File: config.mk
export PLATFORM = sky130hd
export DESIGN_NAME = lio_ctrl
export DESIGN_NICKNAME = d
export VERILOG_FILES = /design/src/rtl/lio_pkg.sv /design/src/rtl/lio_ctrl.sv
export SDC_FILE = /design/constraint.sdc
export NUM_CORES = 1
export LEC_CHECK = 0
export BUFFER_PORTS_ARGS = -buffer_cell sky130_fd_sc_hd__buf_2
export CAP_MARGIN = 20
export CORE_MARGIN = 2
export CORE_UTILIZATION = 30
export DETAILED_ROUTE_END_ITERATION = 6
export GPL_TIMING_DRIVEN = 0
export PLACE_DENSITY_LB_ADDON = 0.3
export SLEW_MARGIN = 20
export SYNTH_ARGS = -nofsm -noshare
export SYNTH_HDL_FRONTEND = slang
export SYNTH_SLANG_ARGS = --single-unit
File: constraint.sdc
create_clock -name clk -period 2.48 [get_ports clk]
set_input_delay 0.124 -clock clk [delete_from_list [all_inputs] [get_ports clk]]
set_output_delay 0.124 -clock clk [all_outputs]
set_load 0.02 [all_outputs]
File: src/rtl/lio_pkg.sv
// ----------------------------------------------------------------------------
// lio_pkg
// Shared types and constants for the largest island after one flip block.
// ----------------------------------------------------------------------------
`default_nettype none
package lio_pkg;
  localparam int unsigned MaxSideDef = 32;
  localparam int unsigned SideW = 6;
  localparam int unsigned AreaW = 11;

  typedef enum logic [4:0] {
    ST_LOAD, ST_CLR, ST_SCAN, ST_SCAN_RD, ST_POP, ST_POP_RD, ST_NB, ST_NB_RD,
    ST_NB_CHK, ST_AREA, ST_WSCAN, ST_WNB, ST_WNB_RD, ST_WNB_AQ, ST_WNB_AR,
    ST_WDONE, ST_OUT
  } state_t;

  typedef struct packed {
    logic load;
    logic clr;
    logic start_scan;
    logic scan_next;
    logic seed;
    logic pop;
    logic nb_next;
    logic nb_push;
    logic area_done;
    logic wstart;
    logic wnb_start;
    logic wnb_next;
    logic wnb_add;
    logic wdone;
    logic finish;
  } cmd_t;

  typedef struct packed {
    logic total_done;
    logic clr_last;
    logic scan_land;
    logic scan_unlab;
    logic stack_empty;
    logic nb_valid;
    logic nb_last;
    logic nb_push_ok;
    logic wnb_lab;
    logic wnb_dup;
  } sts_t;
endpackage
`default_nettype wire

File: src/rtl/lio_ctrl.sv
// ----------------------------------------------------------------------------
// lio_ctrl
// Controller: sequences load, clear, flood fill labeling and water scoring.
// ----------------------------------------------------------------------------
`default_nettype none
module lio_ctrl (
  input  wire                clk,
  input  wire                rst_n,
  input  wire                in_fire,
  input  wire                in_last,
  input  wire                out_taken,
  input  lio_pkg::sts_t      sts,
  output lio_pkg::cmd_t      cmd,
  output logic               busy,
  output logic               out_valid
);
  lio_pkg::state_t state_r, state_nxt;

  always_ff @(posedge clk) begin
    if (!rst_n) begin
      state_r <= lio_pkg::ST_LOAD;
    end else begin
      state_r <= state_nxt;
    end
  end

  always_comb begin
    state_nxt = state_r;
    cmd = '0;
    busy = 1'b1;
    out_valid = 1'b0;
    case (state_r)
      lio_pkg::ST_LOAD: begin
        busy = 1'b0;
        if (in_fire) begin
          cmd.load = 1'b1;
          if (in_last) state_nxt = lio_pkg::ST_CLR;
        end
      end
      lio_pkg::ST_CLR: begin
        cmd.clr = 1'b1;
        if (sts.clr_last) begin
          cmd.start_scan = 1'b1;
          state_nxt = lio_pkg::ST_SCAN_RD;
        end
      end
      lio_pkg::ST_SCAN_RD: state_nxt = lio_pkg::ST_SCAN;
      lio_pkg::ST_SCAN: begin
        if (sts.total_done) begin
          cmd.wstart = 1'b1;
          state_nxt = lio_pkg::ST_WSCAN;
        end else if (sts.scan_land && sts.scan_unlab) begin
          cmd.seed = 1'b1;
          state_nxt = lio_pkg::ST_POP;
        end else begin
          cmd.scan_next = 1'b1;
          state_nxt = lio_pkg::ST_SCAN_RD;
        end
      end
      lio_pkg::ST_POP: begin
        if (sts.stack_empty) begin
          cmd.area_done = 1'b1;
          state_nxt = lio_pkg::ST_AREA;
        end else begin
          state_nxt = lio_pkg::ST_POP_RD;
        end
      end
      lio_pkg::ST_POP_RD: begin
        cmd.pop = 1'b1;
        state_nxt = lio_pkg::ST_NB;
      end
      lio_pkg::ST_NB: begin
        if (sts.nb_valid) begin
          state_nxt = lio_pkg::ST_NB_RD;
        end else if (sts.nb_last) begin
          state_nxt = lio_pkg::ST_POP;
        end else begin
          cmd.nb_next = 1'b1;
        end
      end
      lio_pkg::ST_NB_RD: state_nxt = lio_pkg::ST_NB_CHK;
      lio_pkg::ST_NB_CHK: begin
        if (sts.nb_push_ok) cmd.nb_push = 1'b1;
        if (sts.nb_last) begin
          state_nxt = lio_pkg::ST_POP;
        end else begin
          cmd.nb_next = 1'b1;
          state_nxt = lio_pkg::ST_NB;
        end
      end
      lio_pkg::ST_AREA: begin
        cmd.scan_next = 1'b1;
        state_nxt = lio_pkg::ST_SCAN_RD;
      end
      lio_pkg::ST_WSCAN: begin
        if (sts.total_done) begin
          state_nxt = lio_pkg::ST_OUT;
        end else begin
          cmd.wnb_start = 1'b1;
          state_nxt = lio_pkg::ST_WNB;
        end
      end
      lio_pkg::ST_WNB: begin
        if (sts.nb_valid) begin
          state_nxt = lio_pkg::ST_WNB_RD;
        end else if (sts.nb_last) begin
          state_nxt = lio_pkg::ST_WDONE;
        end else begin
          cmd.wnb_next = 1'b1;
        end
      end
      lio_pkg::ST_WNB_RD: state_nxt = lio_pkg::ST_WNB_AQ;
      lio_pkg::ST_WNB_AQ: state_nxt = lio_pkg::ST_WNB_AR;
      lio_pkg::ST_WNB_AR: begin
        if (sts.wnb_lab && !sts.wnb_dup) cmd.wnb_add = 1'b1;
        if (sts.nb_last) begin
          state_nxt = lio_pkg::ST_WDONE;
        end else begin
          cmd.wnb_next = 1'b1;
          state_nxt = lio_pkg::ST_WNB;
        end
      end
      lio_pkg::ST_WDONE: begin
        cmd.wdone = 1'b1;
        state_nxt = lio_pkg::ST_WSCAN;
      end
      lio_pkg::ST_OUT: begin
        out_valid = 1'b1;
        if (out_taken) begin
          cmd.finish = 1'b1;
          state_nxt = lio_pkg::ST_LOAD;
        end
      end
      default: state_nxt = lio_pkg::ST_LOAD;
    endcase
  end
endmodule
`default_nettype wire

==> flow_metrics.tcl, run 1 <==
set metrics [dict create \
    run_status "complete, no violations" \
    drv_slew 0 \
    pin_count 32 \
    dp_slack_ns 0.834 \
    fmax_mhz 537 \
    worstSkewPairLatency_ns 0.24 \
    top_regs "state_r: 5 flops" \
    cp_max_fo 10 \
    max_slew_margin 0.589 \
    rsz0062_at_grt "no" \
    syn_nets 111 \
    grt_max_degree 11 \
    htreeDepth 1 \
    fin_ws_ns 0.618 \
    p_total_w 0.000515 \
    regMostFlops "state_r" \
    setup_violations 0 \
    routed_wl_um 2350 \
    die_x_um 52.9 \
    max_stage_delay_ns 0.46 \
    synthFlopType "dfxtp_1" \
    cp_top_family "simple AND/OR/NAND/NOR gates" \
    min_period_ns 1.86 \
    powerDensity_nw_per_um2 552 \
    dp_hpwl_um 1810 \
    synth.distinct_cells 44 \
    grt_antenna_before_repair 0 \
    yosysWarnings 0 \
    ys_seq_elements 5 \
    grtUsageTotal 0.184 \
    syn2layout_area_growth_pct 30.2 \
    cp_slowest_cell "nor3_1" \
    cap_violations 0 \
    synth_area_sq_um 717 \
    drive_gt1_frac 0.359 \
    drc 0 \
    crit_path_start "state_r[3]" \
    cts_buffers 3 \
    period_share 0.751 \
    avgRoutedWirePerCell_um 14.8 \
    path_common_cell "buf_2" \
    cts_tree "done" \
    die_area_sq_um 2800 \
    ys_seq_area_frac 0.140 \
    avgSynthCellArea_sq_um 7.47 \
    diodes 0 \
    largest_register_ffs 5 \
    critPathKind "flip-flop to primary output" \
    grt_pass1_wl_um 3850 \
    crit_chain "buf_2 -> buf_2 -> nor3_1 -> and3_1 -> buf_2" \
    synth-edff-count 0 \
    totalNegativeSetupSlack_ns 0 \
    overflow 0 \
    drtAntennaViolNets 0 \
    grt_pass1_vias 876 \
    arrival_ns 1.74 \
    layout.nets 147 \
    synth_cells 96 \
    gp_routability_congestion 0.907 \
    worstMarginPinSlew_ns 0.601 \
    hold_viol 0 \
    place.port_buffers 31 \
    dr.pass1.iters 4 \
    dpl.cell_count 155 \
    total_leakage_power_nw 0.439 \
    post_cts_resized 0 \
    die_h_um 52.9 \
    clockBufferDepth 2 \
    critPathRequiredTime_ns 2.36 \
    clock-root-buffer "clkbuf_4" \
    finClkSkew_ns 0.00480 \
    rr_startpoint "state_r[3]" \
    drt_iter0_markers 41 \
    clock-sinks 5 \
    drt-vias-per-instance 5.81 \
    initial_core_util 0.321 \
    utilization 0.418 \
    vdd.ir_drop.worst_v 0.000243 \
    hp-start "out_taken" \
    async_flop_share 0 \
    postCtsHoldBufs 0 \
    hold_class "primary input to flip-flop" \
    cp-start-kind "flip-flop" \
    finalNonFillerCells 159 \
    core_area_sq_um 2230 \
    cts.clk_slew.worst_paths_ns 0.04 \
    path_buf_inv 3 \
    via_count 923 \
    cts_setup_buffers 0 \
    row_count 17 \
    worstSetupEndpointType "primary output" \
]
## logic make-up after synthesis
family	after synthesis	synth area share
multiplexers	1	0.0157
AND/OR/NAND/NOR	55	0.510
XOR/XNOR	1	0.0122
flip-flops	5	0.140
buffers and inverters	11	0.0855
AO/OA/AOI/OAI	23	0.237
## through the flow
stage | hold slack (ns) | area, sq um
global placement | 0.410 | 907
finish | 0.163 | 933
global route | 0.159 | 933
CTS | 0.157 | 933
detailed placement | 0.411 | 907
floorplan | 0.252 | 717
## area by class of cell
type	instances	area [sq um]
repair buffers	31	155
plain buffers	9	53.8
inverters	2	7.51
clock buffers	4	26.3
fillers	241	1300
multi-input cells	80	556
flip-flops and latches	5	100
well taps	28	35.0
## where the power goes
part	leakage, nW	internal [W]	total [W]	switching, W
sequential	0.0406	0.0000917	0.000104	0.0000122
clock	0.0150	0.0000608	0.0000941	0.0000333
combinational	0.384	0.000120	0.000317	0.000197
## worst paths after layout
kind                      to  slack, ns  depth (start not counted)
setup / recovery     cmd[14]       0.62                          5
hold / removal    state_r[4]       0.16                          3
setup reg to reg  state_r[0]       0.80                          6
hold reg to reg   state_r[4]       0.74                          3
## cells in the mapped netlist (2+ instances only)
cell,number,area share
nand3_1,3,0.021
buf_4,2,0.021
o31a_1,3,0.037
nand2b_1,2,0.017
o21ai_0,2,0.014
nor2_1,4,0.021
nor2b_1,6,0.052
nor3_1,6,0.042
nor4_1,3,0.026
and4b_1,3,0.042
and3b_1,2,0.024
inv_1,2,0.010
nor3b_1,2,0.021
nand2_1,7,0.037
a2111oi_0,2,0.024
clkbuf_1,2,0.010
dfxtp_1,5,0.14
and3_1,5,0.044
nand3b_1,2,0.021
buf_2,4,0.028
nor4b_1,2,0.024
a21oi_1,5,0.035
## worst register-to-register path, stage by stage, from the launching register on
cell and delay, ns:
dfxtp_1 0.28, buf_2 0.17, buf_2 0.20, nor3_1 0.46, nand3b_1 0.22, nand4_1 0.13, o32ai_1 0.09
## per-layer routing
metal / GRT usage / part of all wire
met5: 0 / 0
met3: 0.0424 / 0.080
met2: 0.292 / 0.46
met4: 0.0598 / 0.011
met1: 0.244 / 0.45
## placed cells by master, fill, tap and decap left out, drive strengths merged, types with 2 or more instances in the layout
cell type / netlist / final
nor2b: 6 / 6
a2111oi: 2 / 2
buf: 7 / 38
a21oi: 6 / 6
inv: 2 / 2
nor3b: 2 / 2
nor4: 4 / 4
clkbuf: 2 / 6
dfxtp: 5 / 5
and3: 5 / 5
o31a: 3 / 3
nor3: 6 / 6
nor4b: 3 / 3
nand2b: 2 / 2
o21ai: 2 / 2
and3b: 2 / 2
nand2: 7 / 7
nand3: 3 / 3
and4b: 3 / 3
nand3b: 2 / 2
a211oi: 2 / 2
nor2: 4 / 4
Note: power is estimated with default switching activity, not from simulation.
==> run 2: changes to the inputs <==
- clock period: 2.48 -> 1.9 ns (I/O delays scaled with it)
==> flow_metrics.tcl, run 2 (synthesis results as in run 1) <==
set metrics [dict create \
    initial_core_util 0.321 \
    grt_max_degree 11 \
    run_status "complete, no violations" \
    clock-sinks 5 \
    grt_antenna_before_repair 0 \
    clock-root-buffer "clkbuf_4" \
    largest_register_ffs 5 \
    crit_chain "buf_2 -> buf_2 -> nor4b_1 -> a21oi_1 -> nor3_1 -> buf_2" \
    die_h_um 52.9 \
    pin_count 32 \
    powerDensity_nw_per_um2 718 \
    setup_violations 0 \
    die_x_um 52.9 \
    htreeDepth 1 \
    worstMarginPinSlew_ns 0.594 \
    via_count 912 \
    fmax_mhz 549 \
    cap_violations 0 \
    critPathKind "flip-flop to primary output" \
    cts_buffers 3 \
    diodes 0 \
    totalNegativeSetupSlack_ns 0 \
    cts_tree "done" \
    top_regs "state_r: 5 flops" \
    period_share 0.958 \
    path_common_cell "buf_2" \
    cp-start-kind "flip-flop" \
    cp_max_fo 10 \
    finClkSkew_ns 0.00369 \
    dr.pass1.iters 4 \
    rsz0062_at_grt "no" \
    total_leakage_power_nw 0.444 \
    row_count 17 \
    overflow 0 \
    max_slew_margin 0.594 \
    drc 0 \
    drv_slew 0 \
    utilization 0.421 \
    core_area_sq_um 2230 \
    syn2layout_area_growth_pct 31.1 \
    drt-vias-per-instance 5.74 \
    cp_slowest_cell "nor4b_1" \
    worstSetupEndpointType "primary output" \
    die_area_sq_um 2800 \
    layout_common_cells "35 x buf_2, 7 x nand2_1, 6 x nor2b_1" \
    worstSkewPairLatency_ns 0.24 \
    regMostFlops "state_r" \
    drive_gt1_frac 0.374 \
    arrival_ns 1.73 \
    grtUsageTotal 0.184 \
    layout.nets 147 \
    hold_viol 0 \
    gp_routability_congestion 0.907 \
    vdd.ir_drop.worst_v 0.000320 \
    max_stage_delay_ns 0.43 \
    routed_wl_um 2370 \
    n_fill_cell 242 \
    hold_class "primary input to flip-flop" \
    cts.clk_slew.worst_paths_ns 0.04 \
    drtAntennaViolNets 0 \
    dp_hpwl_um 1810 \
    avgRoutedWirePerCell_um 14.9 \
    clockBufferDepth 2 \
    grt_pass1_vias 876 \
    critPathRequiredTime_ns 1.80 \
    min_period_ns 1.82 \
    grt_pass1_wl_um 3850 \
    place.port_buffers 31 \
    final_common_cell "buf_2" \
    drt_iter0_markers 30 \
]
run 2: path summary, 6_finish.rpt:
path                                 start          to  slack [ns]  depth (start not counted)
worst min register to register  state_r[0]  state_r[4]        0.74                          3
worst max-delay path            state_r[3]     cmd[11]        0.08                          6
worst max register to register  state_r[0]  state_r[0]        0.25                          5
worst min-delay path             out_taken  state_r[4]        0.13                          3
run 2: report_power, final:
part	internal (W)	leakage (nW)	switching (W)	total, W
combinational	0.000157	0.388	0.000260	0.000417
sequential	0.000120	0.0406	0.0000155	0.000135
clock	0.0000793	0.0150	0.0000426	0.000122
run 2: stage by stage:
step                      std cells  hold WS (ns)  power [W]  worst slack, ns  area [sq um]
after floorplan                  96         0.223   0.000430            0.351           717
after global placement          155         0.381   0.000541            0.248           907
after detailed placement        155         0.382   0.000544            0.254           907
after CTS                       159         0.128   0.000671           0.0663           933
after global routing            159         0.130   0.000729          0.00894           940
final                           159         0.134   0.000674           0.0793           940
run 2: worst max-delay path, delay by kind of cell (launching register included):
| family | cells | cell delay (ns) |
|---|---|---|
| buffers and inverters | 3 | 0.56 |
| AND/OR/NAND/NOR | 2 | 0.56 |
| flip-flops | 1 | 0.28 |
| AO/OA/AOI/OAI | 1 | 0.07 |
run 2: layer usage:
metal  part of all wire  wire [um]  GRT usage  vias up
met5                  0          0          0        -
met4              0.011         25     0.0598        0
met3              0.067        159     0.0424        4
met2               0.45       1070      0.292       46
met1               0.47       1120      0.244      423
li1                   -          -          -      439
run 2: timing repair:
item / 4_1_cts / 5_1_grt
hold buffers: 0 / 0
resized for setup: 0 / 3
endpoints found under the setup margin: 0 / 6
setup buffers: 0 / 0
run 2: layout make-up:
class / instances / area (sq um) / area share
buffer: 9 / 55.1 / 0.0586
multi-input combinational: 80 / 561 / 0.597
clock buffer: 4 / 26.3 / 0.0280
tap: 28 / 35.0 / 0.0373
timing repair buffer: 31 / 155 / 0.165
inverter: 2 / 7.51 / 0.00799
sequential: 5 / 100 / 0.107
